**src/design/tcm_pkg.sv**
```systemverilog
// Shared constants, item types and result codes of the touch calibrate and map block.
`default_nettype none

package tcm_pkg;

  // Screen geometry and calibration margin
  localparam int SCREEN_WIDTH  = 320;
  localparam int SCREEN_HEIGHT = 240;
  localparam int EDGE_MARGIN   = 15;

  // Field widths
  localparam int RAW_W  = 10;
  localparam int KIND_W = 2;
  localparam int SX_W   = 9;
  localparam int SY_W   = 8;
  localparam int EDGE_W = 12;

  // Arithmetic widths: operand differences, constant factor, dividend and divisor magnitudes
  localparam int DIFF_W = EDGE_W + 1;
  localparam int MULT_W = 13;
  localparam int NUM_W  = 24;
  localparam int DEN_W  = EDGE_W;

  localparam int EDGE_MIN = -(2 ** (EDGE_W - 1));
  localparam int EDGE_MAX = (2 ** (EDGE_W - 1)) - 1;

  // Edge values after reset
  localparam int LEFT_RESET   = 1023;
  localparam int RIGHT_RESET  = 0;
  localparam int TOP_RESET    = 0;
  localparam int BOTTOM_RESET = 1023;

  // Fixed divisors of the margin extrapolation
  localparam int CAL_DEN_V = SCREEN_HEIGHT - 2 * EDGE_MARGIN;
  localparam int CAL_DEN_H = SCREEN_WIDTH - 2 * EDGE_MARGIN;

  // Reciprocals of the fixed divisors: (n * ceil(2^S / d)) >> S equals n / d for every
  // margin product n, since n stays below 2^15 and d below 2^12
  localparam int CAL_SHIFT   = 28;
  localparam int RECIP_W     = 28;
  localparam int CAL_RECIP_V = ((2 ** CAL_SHIFT) + CAL_DEN_V - 1) / CAL_DEN_V;
  localparam int CAL_RECIP_H = ((2 ** CAL_SHIFT) + CAL_DEN_H - 1) / CAL_DEN_H;

  localparam int CORNERS   = 4;
  localparam int STEP_W    = 3;
  localparam logic [STEP_W-1:0] CAL_LAST_STEP = STEP_W'(CORNERS);

  // Command and result kind codes
  localparam logic CMD_CONVERT = 1'b0;
  localparam logic CMD_CAPTURE = 1'b1;

  localparam logic [KIND_W-1:0] KIND_POINT  = 2'd0;
  localparam logic [KIND_W-1:0] KIND_STORED = 2'd1;
  localparam logic [KIND_W-1:0] KIND_DONE   = 2'd2;

  typedef struct packed {
    logic             cmd;
    logic [RAW_W-1:0] raw_x;
    logic [RAW_W-1:0] raw_y;
    logic             pressure;
  } tcm_in_t;

  typedef struct packed {
    logic [KIND_W-1:0] kind;
    logic [SX_W-1:0]   screen_x;
    logic [SY_W-1:0]   screen_y;
    logic              touch_state;
    logic              out_of_range;
    logic              span_error;
  } tcm_out_t;

endpackage

`default_nettype wire

```
**src/design/tcm_chan_if.sv**
```systemverilog
// Valid/ready channel interface carrying one item of a given payload type.
`default_nettype none

interface tcm_chan_if #(
  parameter type T = logic
);
  logic valid;
  logic ready;
  T     data;

  modport source (output valid, output data, input ready);
  modport sink   (input valid, input data, output ready);
endinterface

`default_nettype wire

```
**src/design/tcm_div.sv**
```systemverilog
// Serial restoring divider: unsigned quotient, one bit per cycle.
`default_nettype none

module tcm_div #(
  parameter int NUM_W = tcm_pkg::NUM_W,
  parameter int DEN_W = tcm_pkg::DEN_W
) (
  input  logic             clk,
  input  logic             rst_n,
  input  logic             start,
  input  logic [NUM_W-1:0] num,
  input  logic [DEN_W-1:0] den,
  output logic             done,
  output logic [NUM_W-1:0] quo
);

  localparam int CNT_W = $clog2(NUM_W + 1);

  logic             busy_r;
  logic             done_r;
  logic [CNT_W-1:0] cnt_r;
  logic [DEN_W-1:0] den_r;
  logic [DEN_W-1:0] rem_r;
  logic [NUM_W-1:0] quo_r;

  logic [DEN_W:0]   trial;
  logic             fits;
  logic [DEN_W:0]   trial_sub;
  logic [DEN_W-1:0] rem_nxt;

  always_comb begin
    trial     = {rem_r, quo_r[NUM_W-1]};
    fits      = trial >= {1'b0, den_r};
    trial_sub = trial - {1'b0, den_r};
    rem_nxt   = fits ? trial_sub[DEN_W-1:0] : trial[DEN_W-1:0];
  end

  always_ff @(posedge clk) begin
    if (!rst_n) begin
      busy_r <= 1'b0;
      done_r <= 1'b0;
      cnt_r  <= '0;
    end else begin
      done_r <= 1'b0;
      if (start) begin
        busy_r <= 1'b1;
        cnt_r  <= CNT_W'(NUM_W);
        den_r  <= den;
        rem_r  <= '0;
        quo_r  <= num;
      end else if (busy_r) begin
        rem_r <= rem_nxt;
        quo_r <= {quo_r[NUM_W-2:0], fits};
        cnt_r <= cnt_r - 1'b1;
        if (cnt_r == CNT_W'(1)) begin
          busy_r <= 1'b0;
          done_r <= 1'b1;
        end
      end
    end
  end

  assign done = done_r;
  assign quo  = quo_r;

  a_start_idle: assert property (@(posedge clk) disable iff (!rst_n)
    start |-> !busy_r)
    else $error("divider started while busy");

  a_last_step: assert property (@(posedge clk) disable iff (!rst_n)
    busy_r && !start && (cnt_r == CNT_W'(1)) |=> done_r && !busy_r)
    else $error("divider did not finish after its last step");

  a_rem_below: assert property (@(posedge clk) disable iff (!rst_n)
    done_r |-> rem_r < den_r)
    else $error("divider remainder not below divisor");

  a_done_pulse: assert property (@(posedge clk) disable iff (!rst_n)
    done_r |=> !done_r)
    else $error("divider done held longer than one cycle");

endmodule

`default_nettype wire

```
**src/design/touch_calibrate_and_map.sv**
```systemverilog
// Top level: touch calibration capture, edge extrapolation and raw-to-pixel mapping.
`default_nettype none

// One item is taken at a time; ready is high only while the sequencer is idle, and a
// finished result waits in an output register so the next item can enter meanwhile.
// Converting a sample runs two divisions through the one serial divider, which retires
// one quotient bit per cycle, each framed by load, start and post steps; a zero span
// skips its division. A calibration's two divisions by fixed divisors are reciprocal
// multiplications instead, so calibration does not use the serial divider.
// Divisions truncate toward zero; edges saturate to 12-bit signed; mapped pixels
// clamp to the screen and raise out_of_range; a zero span raises span_error.
module touch_calibrate_and_map (
  input  logic       clk,
  input  logic       rst_n,
  tcm_chan_if.sink   in_chan,
  tcm_chan_if.source out_chan
);

  import tcm_pkg::*;

  localparam int EXT_W  = NUM_W + 2;
  localparam int PROD_W = DIFF_W + MULT_W + 1;
  localparam int RC_W   = NUM_W + RECIP_W;

  localparam logic signed [EXT_W-1:0]  EXT_MIN    = EXT_W'(EDGE_MIN);
  localparam logic signed [EXT_W-1:0]  EXT_MAX    = EXT_W'(EDGE_MAX);
  localparam logic signed [EDGE_W-1:0] EDGE_MIN_V = EDGE_W'(EDGE_MIN);
  localparam logic signed [EDGE_W-1:0] EDGE_MAX_V = EDGE_W'(EDGE_MAX);

  typedef enum logic [2:0] {
    S_IDLE,
    S_AVG,
    S_LOAD,
    S_START,
    S_WAIT,
    S_POST,
    S_DONE
  } state_t;

  typedef enum logic [1:0] {
    OP_V,
    OP_H,
    OP_X,
    OP_Y
  } op_t;

  state_t state_r;
  op_t    op_r;

  tcm_in_t  item_r;
  tcm_out_t res_r;
  tcm_out_t out_r;
  logic     out_valid_r;

  logic [STEP_W-1:0] cal_step_r;
  logic [RAW_W-1:0]  corner_x_r [CORNERS];
  logic [RAW_W-1:0]  corner_y_r [CORNERS];
  logic [RAW_W-1:0]  avg_t_r;
  logic [RAW_W-1:0]  avg_b_r;
  logic [RAW_W-1:0]  avg_l_r;
  logic [RAW_W-1:0]  avg_r_r;

  logic signed [EDGE_W-1:0] left_r;
  logic signed [EDGE_W-1:0] right_r;
  logic signed [EDGE_W-1:0] top_r;
  logic signed [EDGE_W-1:0] bottom_r;

  logic [NUM_W-1:0] num_r;
  logic [DEN_W-1:0] den_r;
  logic             neg_r;
  logic             skip_r;
  logic [NUM_W-1:0] recip_quo_r;

  logic             in_accept;
  logic             out_load;
  logic             cal_op;
  logic             div_start;
  logic             div_done;
  logic [NUM_W-1:0] div_quo;

  // Operand selection and the shared multiplier
  logic signed [DIFF_W-1:0] ld_diff;
  logic signed [DIFF_W-1:0] ld_dvs;
  logic [MULT_W-1:0]        ld_mult;
  logic signed [PROD_W-1:0] ld_prod;
  logic [PROD_W-1:0]        ld_prod_abs;
  logic [DIFF_W-1:0]        ld_dvs_abs;

  // Reciprocal path for the fixed divisors
  logic [RECIP_W-1:0] rc_mult;
  logic [RC_W-1:0]    rc_prod;

  // Post-division values
  logic [NUM_W-1:0]        quo_sel;
  logic signed [EXT_W-1:0] q_ext;
  logic signed [EXT_W-1:0] sum_a;
  logic signed [EXT_W-1:0] sum_b;
  logic [NUM_W-1:0]        cl_last;
  logic [NUM_W-1:0]        cl_val;
  logic                    cl_flag;

  logic [RAW_W:0] sum_t;
  logic [RAW_W:0] sum_b4;
  logic [RAW_W:0] sum_l;
  logic [RAW_W:0] sum_r4;

  function automatic logic signed [EDGE_W-1:0] sat_edge(input logic signed [EXT_W-1:0] v);
    logic signed [EDGE_W-1:0] res;
    if (v < EXT_MIN) begin
      res = EDGE_MIN_V;
    end else if (v > EXT_MAX) begin
      res = EDGE_MAX_V;
    end else begin
      res = v[EDGE_W-1:0];
    end
    return res;
  endfunction

  assign in_accept     = in_chan.valid && in_chan.ready;
  assign in_chan.ready = (state_r == S_IDLE);
  assign out_load      = (state_r == S_DONE) && (!out_valid_r || out_chan.ready);
  assign cal_op        = (op_r == OP_V) || (op_r == OP_H);
  assign div_start     = (state_r == S_START) && !skip_r && !cal_op;

  assign out_chan.valid = out_valid_r;
  assign out_chan.data  = out_r;

  // Corner averages: sums are non-negative, so halving is a shift
  always_comb begin
    sum_t  = {1'b0, corner_y_r[0]} + {1'b0, corner_y_r[3]};
    sum_b4 = {1'b0, corner_y_r[1]} + {1'b0, corner_y_r[2]};
    sum_l  = {1'b0, corner_x_r[0]} + {1'b0, corner_x_r[1]};
    sum_r4 = {1'b0, corner_x_r[2]} + {1'b0, corner_x_r[3]};
  end

  always_comb begin
    case (op_r)
      OP_V: begin
        ld_diff = $signed({{(DIFF_W-RAW_W){1'b0}}, avg_b_r} - {{(DIFF_W-RAW_W){1'b0}}, avg_t_r});
        ld_dvs  = DIFF_W'(CAL_DEN_V);
        ld_mult = MULT_W'(EDGE_MARGIN);
      end
      OP_H: begin
        ld_diff = $signed({{(DIFF_W-RAW_W){1'b0}}, avg_l_r} - {{(DIFF_W-RAW_W){1'b0}}, avg_r_r});
        ld_dvs  = DIFF_W'(CAL_DEN_H);
        ld_mult = MULT_W'(EDGE_MARGIN);
      end
      OP_X: begin
        ld_diff = $signed({left_r[EDGE_W-1], left_r})
                - $signed({{(DIFF_W-RAW_W){1'b0}}, item_r.raw_x});
        ld_dvs  = $signed({left_r[EDGE_W-1], left_r}) - $signed({right_r[EDGE_W-1], right_r});
        ld_mult = MULT_W'(SCREEN_WIDTH);
      end
      default: begin
        ld_diff = $signed({{(DIFF_W-RAW_W){1'b0}}, item_r.raw_y})
                - $signed({top_r[EDGE_W-1], top_r});
        ld_dvs  = $signed({bottom_r[EDGE_W-1], bottom_r}) - $signed({top_r[EDGE_W-1], top_r});
        ld_mult = MULT_W'(SCREEN_HEIGHT);
      end
    endcase
    ld_prod     = PROD_W'(ld_diff) * PROD_W'($signed({1'b0, ld_mult}));
    ld_prod_abs = ld_prod[PROD_W-1] ? PROD_W'(-ld_prod) : PROD_W'(ld_prod);
    ld_dvs_abs  = ld_dvs[DIFF_W-1] ? DIFF_W'(-ld_dvs) : DIFF_W'(ld_dvs);
  end

  always_comb begin
    rc_mult = (op_r == OP_V) ? RECIP_W'(CAL_RECIP_V) : RECIP_W'(CAL_RECIP_H);
    rc_prod = RC_W'(num_r) * RC_W'(rc_mult);
  end

  always_comb begin
    quo_sel = cal_op ? recip_quo_r : div_quo;
    q_ext   = neg_r ? -$signed({2'b00, quo_sel}) : $signed({2'b00, quo_sel});
    if (op_r == OP_V) begin
      sum_a = $signed({{(EXT_W-RAW_W){1'b0}}, avg_t_r}) - q_ext;
      sum_b = $signed({{(EXT_W-RAW_W){1'b0}}, avg_b_r}) + q_ext;
    end else begin
      sum_a = $signed({{(EXT_W-RAW_W){1'b0}}, avg_l_r}) + q_ext;
      sum_b = $signed({{(EXT_W-RAW_W){1'b0}}, avg_r_r}) - q_ext;
    end

    cl_last = (op_r == OP_X) ? NUM_W'(SCREEN_WIDTH - 1) : NUM_W'(SCREEN_HEIGHT - 1);
    if (neg_r && (div_quo != '0)) begin
      cl_val  = '0;
      cl_flag = 1'b1;
    end else if (div_quo > cl_last) begin
      cl_val  = cl_last;
      cl_flag = 1'b1;
    end else begin
      cl_val  = div_quo;
      cl_flag = 1'b0;
    end
  end

  tcm_div #(
    .NUM_W (NUM_W),
    .DEN_W (DEN_W)
  ) u_div (
    .clk   (clk),
    .rst_n (rst_n),
    .start (div_start),
    .num   (num_r),
    .den   (den_r),
    .done  (div_done),
    .quo   (div_quo)
  );

  always_ff @(posedge clk) begin
    if (!rst_n) begin
      state_r     <= S_IDLE;
      op_r        <= OP_V;
      cal_step_r  <= '0;
      out_valid_r <= 1'b0;
      skip_r      <= 1'b0;
      left_r      <= EDGE_W'(LEFT_RESET);
      right_r     <= EDGE_W'(RIGHT_RESET);
      top_r       <= EDGE_W'(TOP_RESET);
      bottom_r    <= EDGE_W'(BOTTOM_RESET);
    end else begin
      if (out_load) begin
        out_valid_r <= 1'b1;
      end else if (out_valid_r && out_chan.ready) begin
        out_valid_r <= 1'b0;
      end

      case (state_r)
        S_IDLE: begin
          if (in_accept) begin
            item_r <= in_chan.data;
            if (in_chan.data.cmd == CMD_CAPTURE) begin
              if (cal_step_r < CAL_LAST_STEP) begin
                corner_x_r[cal_step_r[1:0]] <= in_chan.data.raw_x;
                corner_y_r[cal_step_r[1:0]] <= in_chan.data.raw_y;
                cal_step_r                  <= cal_step_r + 1'b1;
                res_r   <= {KIND_STORED, SX_W'(0), SY_W'(0), in_chan.data.pressure,
                            1'b0, 1'b0};
                state_r <= S_DONE;
              end else begin
                // fifth point: sample is dropped, edges are rebuilt
                cal_step_r <= '0;
                res_r      <= {KIND_DONE, SX_W'(0), SY_W'(0), in_chan.data.pressure,
                               1'b0, 1'b0};
                state_r    <= S_AVG;
              end
            end else begin
              res_r   <= {KIND_POINT, SX_W'(0), SY_W'(0), in_chan.data.pressure, 1'b0, 1'b0};
              op_r    <= OP_X;
              state_r <= S_LOAD;
            end
          end
        end

        S_AVG: begin
          avg_t_r <= sum_t[RAW_W:1];
          avg_b_r <= sum_b4[RAW_W:1];
          avg_l_r <= sum_l[RAW_W:1];
          avg_r_r <= sum_r4[RAW_W:1];
          op_r    <= OP_V;
          state_r <= S_LOAD;
        end

        S_LOAD: begin
          num_r   <= ld_prod_abs[NUM_W-1:0];
          den_r   <= ld_dvs_abs[DEN_W-1:0];
          neg_r   <= ld_prod[PROD_W-1] ^ ld_dvs[DIFF_W-1];
          skip_r  <= (ld_dvs == '0);
          state_r <= S_START;
        end

        S_START: begin
          // fixed divisors finish here through the reciprocal
          recip_quo_r <= rc_prod[RC_W-1:CAL_SHIFT];
          state_r     <= (skip_r || cal_op) ? S_POST : S_WAIT;
        end

        S_WAIT: begin
          if (div_done) begin
            state_r <= S_POST;
          end
        end

        S_POST: begin
          case (op_r)
            OP_V: begin
              top_r    <= sat_edge(sum_a);
              bottom_r <= sat_edge(sum_b);
              op_r     <= OP_H;
              state_r  <= S_LOAD;
            end
            OP_H: begin
              left_r  <= sat_edge(sum_a);
              right_r <= sat_edge(sum_b);
              state_r <= S_DONE;
            end
            OP_X: begin
              res_r   <= {res_r.kind,
                          skip_r ? SX_W'(0) : cl_val[SX_W-1:0],
                          res_r.screen_y,
                          res_r.touch_state,
                          res_r.out_of_range | (!skip_r && cl_flag),
                          res_r.span_error | skip_r};
              op_r    <= OP_Y;
              state_r <= S_LOAD;
            end
            default: begin
              res_r   <= {res_r.kind,
                          res_r.screen_x,
                          skip_r ? SY_W'(0) : cl_val[SY_W-1:0],
                          res_r.touch_state,
                          res_r.out_of_range | (!skip_r && cl_flag),
                          res_r.span_error | skip_r};
              state_r <= S_DONE;
            end
          endcase
        end

        S_DONE: begin
          // hold until the output register is free
          if (out_load) begin
            out_r   <= res_r;
            state_r <= S_IDLE;
          end
        end

        default: begin
          state_r <= S_IDLE;
        end
      endcase
    end
  end

  a_step_advance: assert property (@(posedge clk) disable iff (!rst_n)
    in_accept && (in_chan.data.cmd == CMD_CAPTURE) && (cal_step_r < CAL_LAST_STEP)
    |=> cal_step_r == $past(cal_step_r) + 1'b1)
    else $error("calibration step did not advance on a corner capture");

  a_step_range: assert property (@(posedge clk) disable iff (!rst_n)
    cal_step_r <= CAL_LAST_STEP)
    else $error("calibration step beyond the fifth point");

  a_result_load: assert property (@(posedge clk) disable iff (!rst_n)
    out_load
    |=> out_valid_r && (out_r == $past(res_r)) && (state_r == S_IDLE))
    else $error("finished result not moved to the output register");

  a_cal_fields_zero: assert property (@(posedge clk) disable iff (!rst_n)
    out_valid_r && (out_r.kind != KIND_POINT)
    |-> (out_r.screen_x == '0) && (out_r.screen_y == '0)
        && !out_r.out_of_range && !out_r.span_error)
    else $error("calibration result carries mapping fields");

  a_div_wait: assert property (@(posedge clk) disable iff (!rst_n)
    (state_r == S_WAIT) && div_done |=> state_r == S_POST)
    else $error("division result not taken");

endmodule

`default_nettype wire

```
**src/flat_wrapper.sv**
```systemverilog
// flat-port wrapper written by rule: the top's interface ports become plain ports
module touch_calibrate_and_map_flat import tcm_pkg::*;
  (clk, rst_n, in_chan_valid, in_chan_data, in_chan_ready, out_chan_valid, out_chan_data, out_chan_ready);
  tcm_chan_if #(.T(tcm_in_t)) in_chan_i ();
  tcm_chan_if #(.T(tcm_out_t)) out_chan_i ();
  input  logic clk;
  input  logic rst_n;
  input wire logic [$bits(in_chan_i.valid)-1:0] in_chan_valid;
  input wire logic [$bits(in_chan_i.data)-1:0] in_chan_data;
  output wire logic [$bits(in_chan_i.ready)-1:0] in_chan_ready;
  output wire logic [$bits(out_chan_i.valid)-1:0] out_chan_valid;
  output wire logic [$bits(out_chan_i.data)-1:0] out_chan_data;
  input wire logic [$bits(out_chan_i.ready)-1:0] out_chan_ready;
  assign in_chan_i.valid = in_chan_valid;
  assign in_chan_i.data = in_chan_data;
  assign in_chan_ready = in_chan_i.ready;
  assign out_chan_valid = out_chan_i.valid;
  assign out_chan_data = out_chan_i.data;
  assign out_chan_i.ready = out_chan_ready;
  touch_calibrate_and_map u_core (.clk(clk), .rst_n(rst_n), .in_chan(in_chan_i), .out_chan(out_chan_i));
endmodule
```
**config.mk**
```make
export PLATFORM = sky130hd
export DESIGN_NAME = touch_calibrate_and_map_flat
export DESIGN_NICKNAME = d
export VERILOG_FILES = /design/src/design/tcm_pkg.sv /design/src/design/tcm_chan_if.sv /design/src/design/tcm_div.sv /design/src/design/touch_calibrate_and_map.sv /design/src/flat_wrapper.sv
export SDC_FILE = /design/constraint.sdc
export NUM_CORES = 2
export LEC_CHECK = 0
export BUFFER_PORTS_ARGS = -buffer_cell sky130_fd_sc_hd__buf_2
export CORE_AREA = 3 3 263 265
export DETAILED_ROUTE_END_ITERATION = 8
export DIE_AREA = 0 0 266 268
export GPL_ROUTABILITY_DRIVEN = 0
export GPL_TIMING_DRIVEN = 0
export PLACE_DENSITY = 0.71
export SETUP_SLACK_MARGIN = 0.2
export SYNTH_ARGS = -nofsm -noshare
export SYNTH_HDL_FRONTEND = slang
export SYNTH_SLANG_ARGS = --single-unit
```
**constraint.sdc**
```tcl
create_clock -name clk -period 11.43 [get_ports clk]
set_input_delay 2.286 -clock clk [delete_from_list [all_inputs] [get_ports clk]]
set_output_delay 2.286 -clock clk [all_outputs]
set_load 0.01 [all_outputs]
```
### Word-level counts from Yosys, hierarchy flattened

Memory sizes are Yosys's and may differ from the RTL's.
Cells that the tools add are included.

* add/subtract/negate cells: 20
* multiply operators: 2
* div/mod/pow operators: 0
* $lt $le $gt $ge: 7
* equality and inequality tests: 17
* shift-type cells: 0
* multiplexer cells: 57
* bitwise logic cells: 6
* reductions and logical operators: 41

Operators by type and width (count)
* $mux 24: 4
* $mux 12: 7
* $mux 26: 3
* $pmux 13 s3: 2
* $mux 22: 3
* $add 11x26->26: 2
* $gt 26x12->1 const B: 2
* $lt 26x12->1 const B: 2
* $mul 24x28->52: 1
* $sub 11x26->26: 2
* $add 10x10->11: 4
* $pmux 22 s2: 1
* $pmux 20 s2: 1
* $mux 9: 4
* $neg 24->26: 1
* $sub 12x12->13: 2
* $gt 24x9->1: 1
* $neg 23->24: 1
* $reduce_bool 24->1: 1
* $mul 13x10->23: 1
* $sub 10x10->11: 2
* $mux 21: 1
* $mux 3: 7
* $pmux 3 s7: 1
* other kinds (41): 94

* bits in registers: 278
* latch bits: 0
* memory bits (writable): 80
* memory bits (read-only): 0
* bits of input ports: 26
* output and inout bits: 24
* word-level logic and storage cells: 190
* memories: 2

Memories
* u_core.corner_x_r: depth 4, width 10, rd ports 4, clocked after Yosys merged registers in 0, write ports 1, RTL line touch_calibrate_and_map.sv:56 `logic [RAW_W-1:0] corner_x_r [CORNERS];`
* u_core.corner_y_r: depth 4, width 10, rd ports 4, clocked after Yosys merged registers in 0, write ports 1, RTL line touch_calibrate_and_map.sv:57 `logic [RAW_W-1:0] corner_y_r [CORNERS];`

### Logic depth before layout (Yosys ltp)

* depth after elaboration: 10
* depth in mapped cells: 37
* gate-level depth less buffers: 36

### Modules after synthesis

Synthesis repeated with hierarchy kept, for this count alone.

* cells, all modules: 3641
* area, all modules: 36971.7 um^2

By module, submodules not included
* touch_calibrate_and_map: times used 1, cells an instance 3415, area each 34116.5 um^2, seq. area each 8308.0 um^2
* tcm_div: times used 1, cells an instance 226, area each 2855.2 um^2, seq. area each 1581.5 um^2

### Worst setup path before layout

OpenSTA, ideal clock, no wires.

* path type: register to register
* start: register u_core.op_r[1]
* end: register u_core.recip_quo_r[7] (data pin)
* setup time: 0.258 ns
* arrival time: 8.371 ns
* required time: 11.172 ns
* path slack: 2.802 ns
* stages on the path, launching flop included: 33
* path buffers: 8
* period minus slack after synthesis: 8.628 ns
* cell sequence: dfxtp_1 buf_2 buf_4 buf_2 inv_1 nand2_1 clkbuf_1 buf_1 clkbuf_1 clkbuf_1 buf_1 nor2_1 fa_1 fa_1 fa_1 fa_1 inv_1 fa_1 inv_1 fa_1 ha_1 ha_1 a21o_1 a21o_1 a21oi_1 o21ai_0 a21o_1 a21o_1 a221oi_1 a21oi_1 a21o_1 a21oi_1 xnor2_1

* longest elaborated chain between the ends: 3

RTL lines
* from (decl): RTL line touch_calibrate_and_map.sv:48 `op_t op_r;`
* from (signal assigned): RTL line touch_calibrate_and_map.sv:211 `op_r <= OP_V;`
* from (signal assigned): RTL line touch_calibrate_and_map.sv:247 `op_r <= OP_X;`
* from (signal assigned): RTL line touch_calibrate_and_map.sv:258 `op_r <= OP_V;`
* $logic_not 2->1: RTL line touch_calibrate_and_map.sv:167 `rc_mult = (op_r == OP_V) ? RECIP_W'(CAL_RECIP_V) : RECIP_W'(CAL_RECIP_H);`
* $mux 21: RTL line touch_calibrate_and_map.sv:167
* $mul 24x28->52: RTL line touch_calibrate_and_map.sv:168 `rc_prod = RC_W'(num_r) * RC_W'(rc_mult);`
* named net u_core.rc_prod[35]: RTL line touch_calibrate_and_map.sv:91 `logic [RC_W-1:0] rc_prod;`
* to (signal assigned): RTL line touch_calibrate_and_map.sv:272 `recip_quo_r <= rc_prod[RC_W-1:CAL_SHIFT];`
* to (decl): RTL line touch_calibrate_and_map.sv:72 `logic [NUM_W-1:0] recip_quo_r;`

The timed path passes the listed nets, and every way through them passes these cells.
A chain may end at the register's enable or synchronous reset.

### Final worst setup path

* start: register u_core.op_r[1]
* end: register u_core.num_r[1] (data pin)

* longest elaborated chain between the ends: 6
* elaborated cells on any way between the ends: 9
* those cells by class: add/sub: 1; mul: 1; eq/ne: 2; mux: 3; reduce/logical: 2

RTL lines
* $eq 2x1->1 or $logic_not 2->1 (tied branches): RTL line touch_calibrate_and_map.sv:137 `case (op_r)`
* $reduce_or 2->1 (no line)
* $pmux 9 s2: RTL line touch_calibrate_and_map.sv:137
* $mul 13x10->23 (*): RTL line touch_calibrate_and_map.sv:161 `ld_prod = PROD_W'(ld_diff) * PROD_W'($signed({1'b0, ld_mult}));`
* $neg 23->24: RTL line touch_calibrate_and_map.sv:162 `ld_prod_abs = ld_prod[PROD_W-1] ? PROD_W'(-ld_prod) : PROD_W'(ld_prod);`
* $mux 24 (*): RTL line touch_calibrate_and_map.sv:162
* named net u_core.ld_prod_abs[1]: RTL line touch_calibrate_and_map.sv:86 `logic [PROD_W-1:0] ld_prod_abs;`
* to (signal assigned): RTL line touch_calibrate_and_map.sv:263 `num_r <= ld_prod_abs[NUM_W-1:0];`
* to (decl): RTL line touch_calibrate_and_map.sv:68 `logic [NUM_W-1:0] num_r;`

The timed path passes the listed nets; every way through them passes the cells marked *.

==> results.py <==
metrics = {
    "synthesis": {
        "netlist_instances": 3607,
        "syn_area_per_cell_um2": 10.2,
        "yosysSeqAreaShare_pct": 27.1,
        "synth-edff-count": 289,
        "netlist_area_um2": 36800,
        "synth_seq_cells": 354,
        "ys.flop_type": "edfxtp_1",
        "async_reset_ff_share_pct": 0,
        "ys_warn_count": 0,
        "ys_types": 91,
    },
    "floorplan": {
        "fp.dieH_um": 268,
        "floorplan.core_area_um2": 67000,
        "rows": 95,
        "initial_core_util_pct": 54.9,
        "die_area_um2": 71300,
        "io_pins": 50,
        "die_w_um": 266,
    },
    "grt": {
        "grt_pass1_vias": 26800,
        "grt_overflow": 0,
        "gr-usage-all-layers_pct": 27.1,
        "grt_pass1_wl_um": 150000,
        "grt_max_degree": 29,
        "antenna_found_initial": 3,
    },
    "route": {
        "vias_per_cell": 5.89,
        "postRouteAntennaNets": 0,
        "drtPass1Iterations": 6,
        "first_iter_violations": 2656,
        "post_drt_wl_per_cell_um": 20.6,
        "drc": 0,
        "totalWireLength_um": 95200,
        "dr_total_vias": 27200,
    },
    "critical_path": {
        "critPathSlowestCell": "buf_1",
        "cpPeakStageDelay_ns": 0.60,
        "required_ns": 11.74,
        "cp-start-kind": "flip-flop",
        "endpoint_kind": "flip-flop",
        "cp.arrival_ns": 11.03,
        "path_class": "reg2reg",
        "path_max_fanout": 10,
    },
    "place": {
        "io_buffers": 48,
        "place_inst": 4542,
        "dp_hpwl_um": 79700,
    },
    "timing": {
        "finalSetupViolCount": 0,
        "hold_ws_ns": 0.415,
        "worst_slew_pin_slew_ns": 1.19,
        "hold_viol_final": 0,
        "max_freq_mhz": 93.3,
        "max_slew_margin_pct": 19.8,
        "rsz0062_at_grt": "no",
        "period_share_pct": 93.7,
        "fin_crit_ns": 10.71,
        "timing.setup.tns_ns": 0,
        "skew_ns": 0.0227,
        "maxSlewViolCount": 0,
    },
    "clocking": {
        "clkSinkCount": 354,
        "cts_buffers": 39,
        "clk_latency_ns": 0.57,
        "cts.path.max_buffers": 3,
        "cts_setup_buffers": 0,
        "htree_levels": 2,
        "cts-root-buf": "clkbuf_16",
        "cts_tree": "yes",
        "clk_pin_slew_ns": 0.06,
    },
    "outcome": {
        "status": "complete, no violations",
    },
    "final_layout": {
        "post-route-util_pct": 59.2,
        "layout_common_cells": "inv_1 (582), ha_1 (424), fa_1 (410)",
        "layout.nets": 4571,
        "n_fill_cell": 5616,
        "drive_above_1_share_pct": 5.94,
        "layout_commonest_cell": "inv_1",
        "area_growth_pct": 7.78,
        "instances_no_fill": 4615,
    },
    "job": {
        "drv_cap": 0,
    },
    "worst_hold_path": {
        "hp-class": "reg2reg",
    },
}
[critical path, delay by kind of cell (launching register included)]
kind	cells	cell delay, ns
AOI/OAI and AO/OA	7	2.01
xor gates and xnor gates	2	0.76
adders and majority gates	6	2.63
buffers and inverters	13	4.04
DFF	1	0.47
and+or+nand+nor	4	0.55
[state kept, by name (all words and copies together), names as in the netlist, 20 cells and up]
register / cells
u_core.corner_x_r: 40
u_core.corner_y_r: 40
u_core.item_r: 20
u_core.num_r: 24
u_core.out_chan.data: 22
u_core.recip_quo_r: 20
u_core.res_r: 22
u_core.u_div.quo: 24
[layer usage]
| layer | vias up | global-route usage (%) | part of all wire [%] |
|---|---|---|---|
| met2 | 1084 | 43.6 | 46 |
| met5 | - | 0 | 0.028 |
| met3 | 173 | 3.55 | 7.8 |
| li1 | 12600 | - | - |
| met1 | 13400 | 38.7 | 43 |
| met4 | 4 | 8.36 | 3.4 |
[final cells by class]
type                            count  area [um2]  share of cell area [%]
Multi-Input combinational cell   2573       24300                    61.3
Sequential cell                   354        9980                    25.2
Inverter                          584        2190                    5.52
Tap cell                          873        1090                    2.75
Clock buffer                       51        1070                    2.70
Timing Repair Buffer               61         440                    1.11
Buffer                             98         409                    1.03
Clock inverter                     19         183                   0.460
Antenna cell                        2        5.00                  0.0126
[synth_stat cells, types with 15 or more instances]
cell	n	area share, %
clkbuf_1	77	0.79
and2_1	17	0.29
a31oi_1	17	0.29
nand3_1	55	0.75
dfxtp_1	65	3.5
nor4_1	22	0.37
xor2_1	66	1.6
xnor2_1	139	3.3
a21o_1	48	0.98
o21bai_1	22	0.45
nand2_1	236	2.4
or3_1	24	0.41
o211ai_1	17	0.35
a21oi_1	172	2.3
nor2_1	210	2.1
nand2b_1	39	0.66
a211o_1	15	0.36
nor3_1	67	0.91
o21ai_0	162	2.2
o21a_1	32	0.65
a211oi_1	30	0.61
inv_1	582	5.9
and3_1	16	0.27
a21boi_0	15	0.31
mux2i_1	24	0.65
nand4_1	22	0.37
fa_1	410	22
ha_1	424	14
edfxtp_1	289	24
nor2b_1	36	0.61
[worst paths after layout]
kind               startpoint                        to  slack (ns)  cells past startpoint
max            u_core.op_r[1]           u_core.num_r[1]        0.72                     32
min          u_core.res_r[11]  u_core.out_chan.data[11]        0.41                      0
max reg2reg    u_core.op_r[1]           u_core.num_r[1]        0.72                     32
min reg2reg  u_core.res_r[11]  u_core.out_chan.data[11]        0.41                      0
[cell families (layout without fill, tap and decap cells)]
kind of cell               after synthesis  in the layout  share of synthesized area (%)
and+or+nand+nor                        809            809                           10.7
DFF                                    354            354                           27.1
xor gates and xnor gates               209            209                           5.05
muxes                                   33             33                          0.948
AOI/OAI and AO/OA                      684            684                           12.4
adders and majority gates              834            834                           36.7
buffers and inverters                  682            813                           7.03
other                                    2              6                         0.0204
[per-stage QoR]
stage	instance area, um2	setup slack, ns
6_report	39700	0.716
5_1_grt	39700	0.233
4_1_cts	39700	0.260
3_5_place_dp	38400	0.193
3_3_place_gp	38200	0.132
2_1_floorplan	36800	2.80
[timing repair]
| action | 4_1_cts | 5_1_grt |
|---|---|---|
| endpoints found under the setup margin | 2 | 28 |
| hold endpoints to repair | 0 | 0 |
| hold buffers | 0 | 0 |
| resized for setup | 1 | 17 |
Power is not shown: default switching activity piles up to over one toggle a cycle in this logic, so the estimate is an artifact.
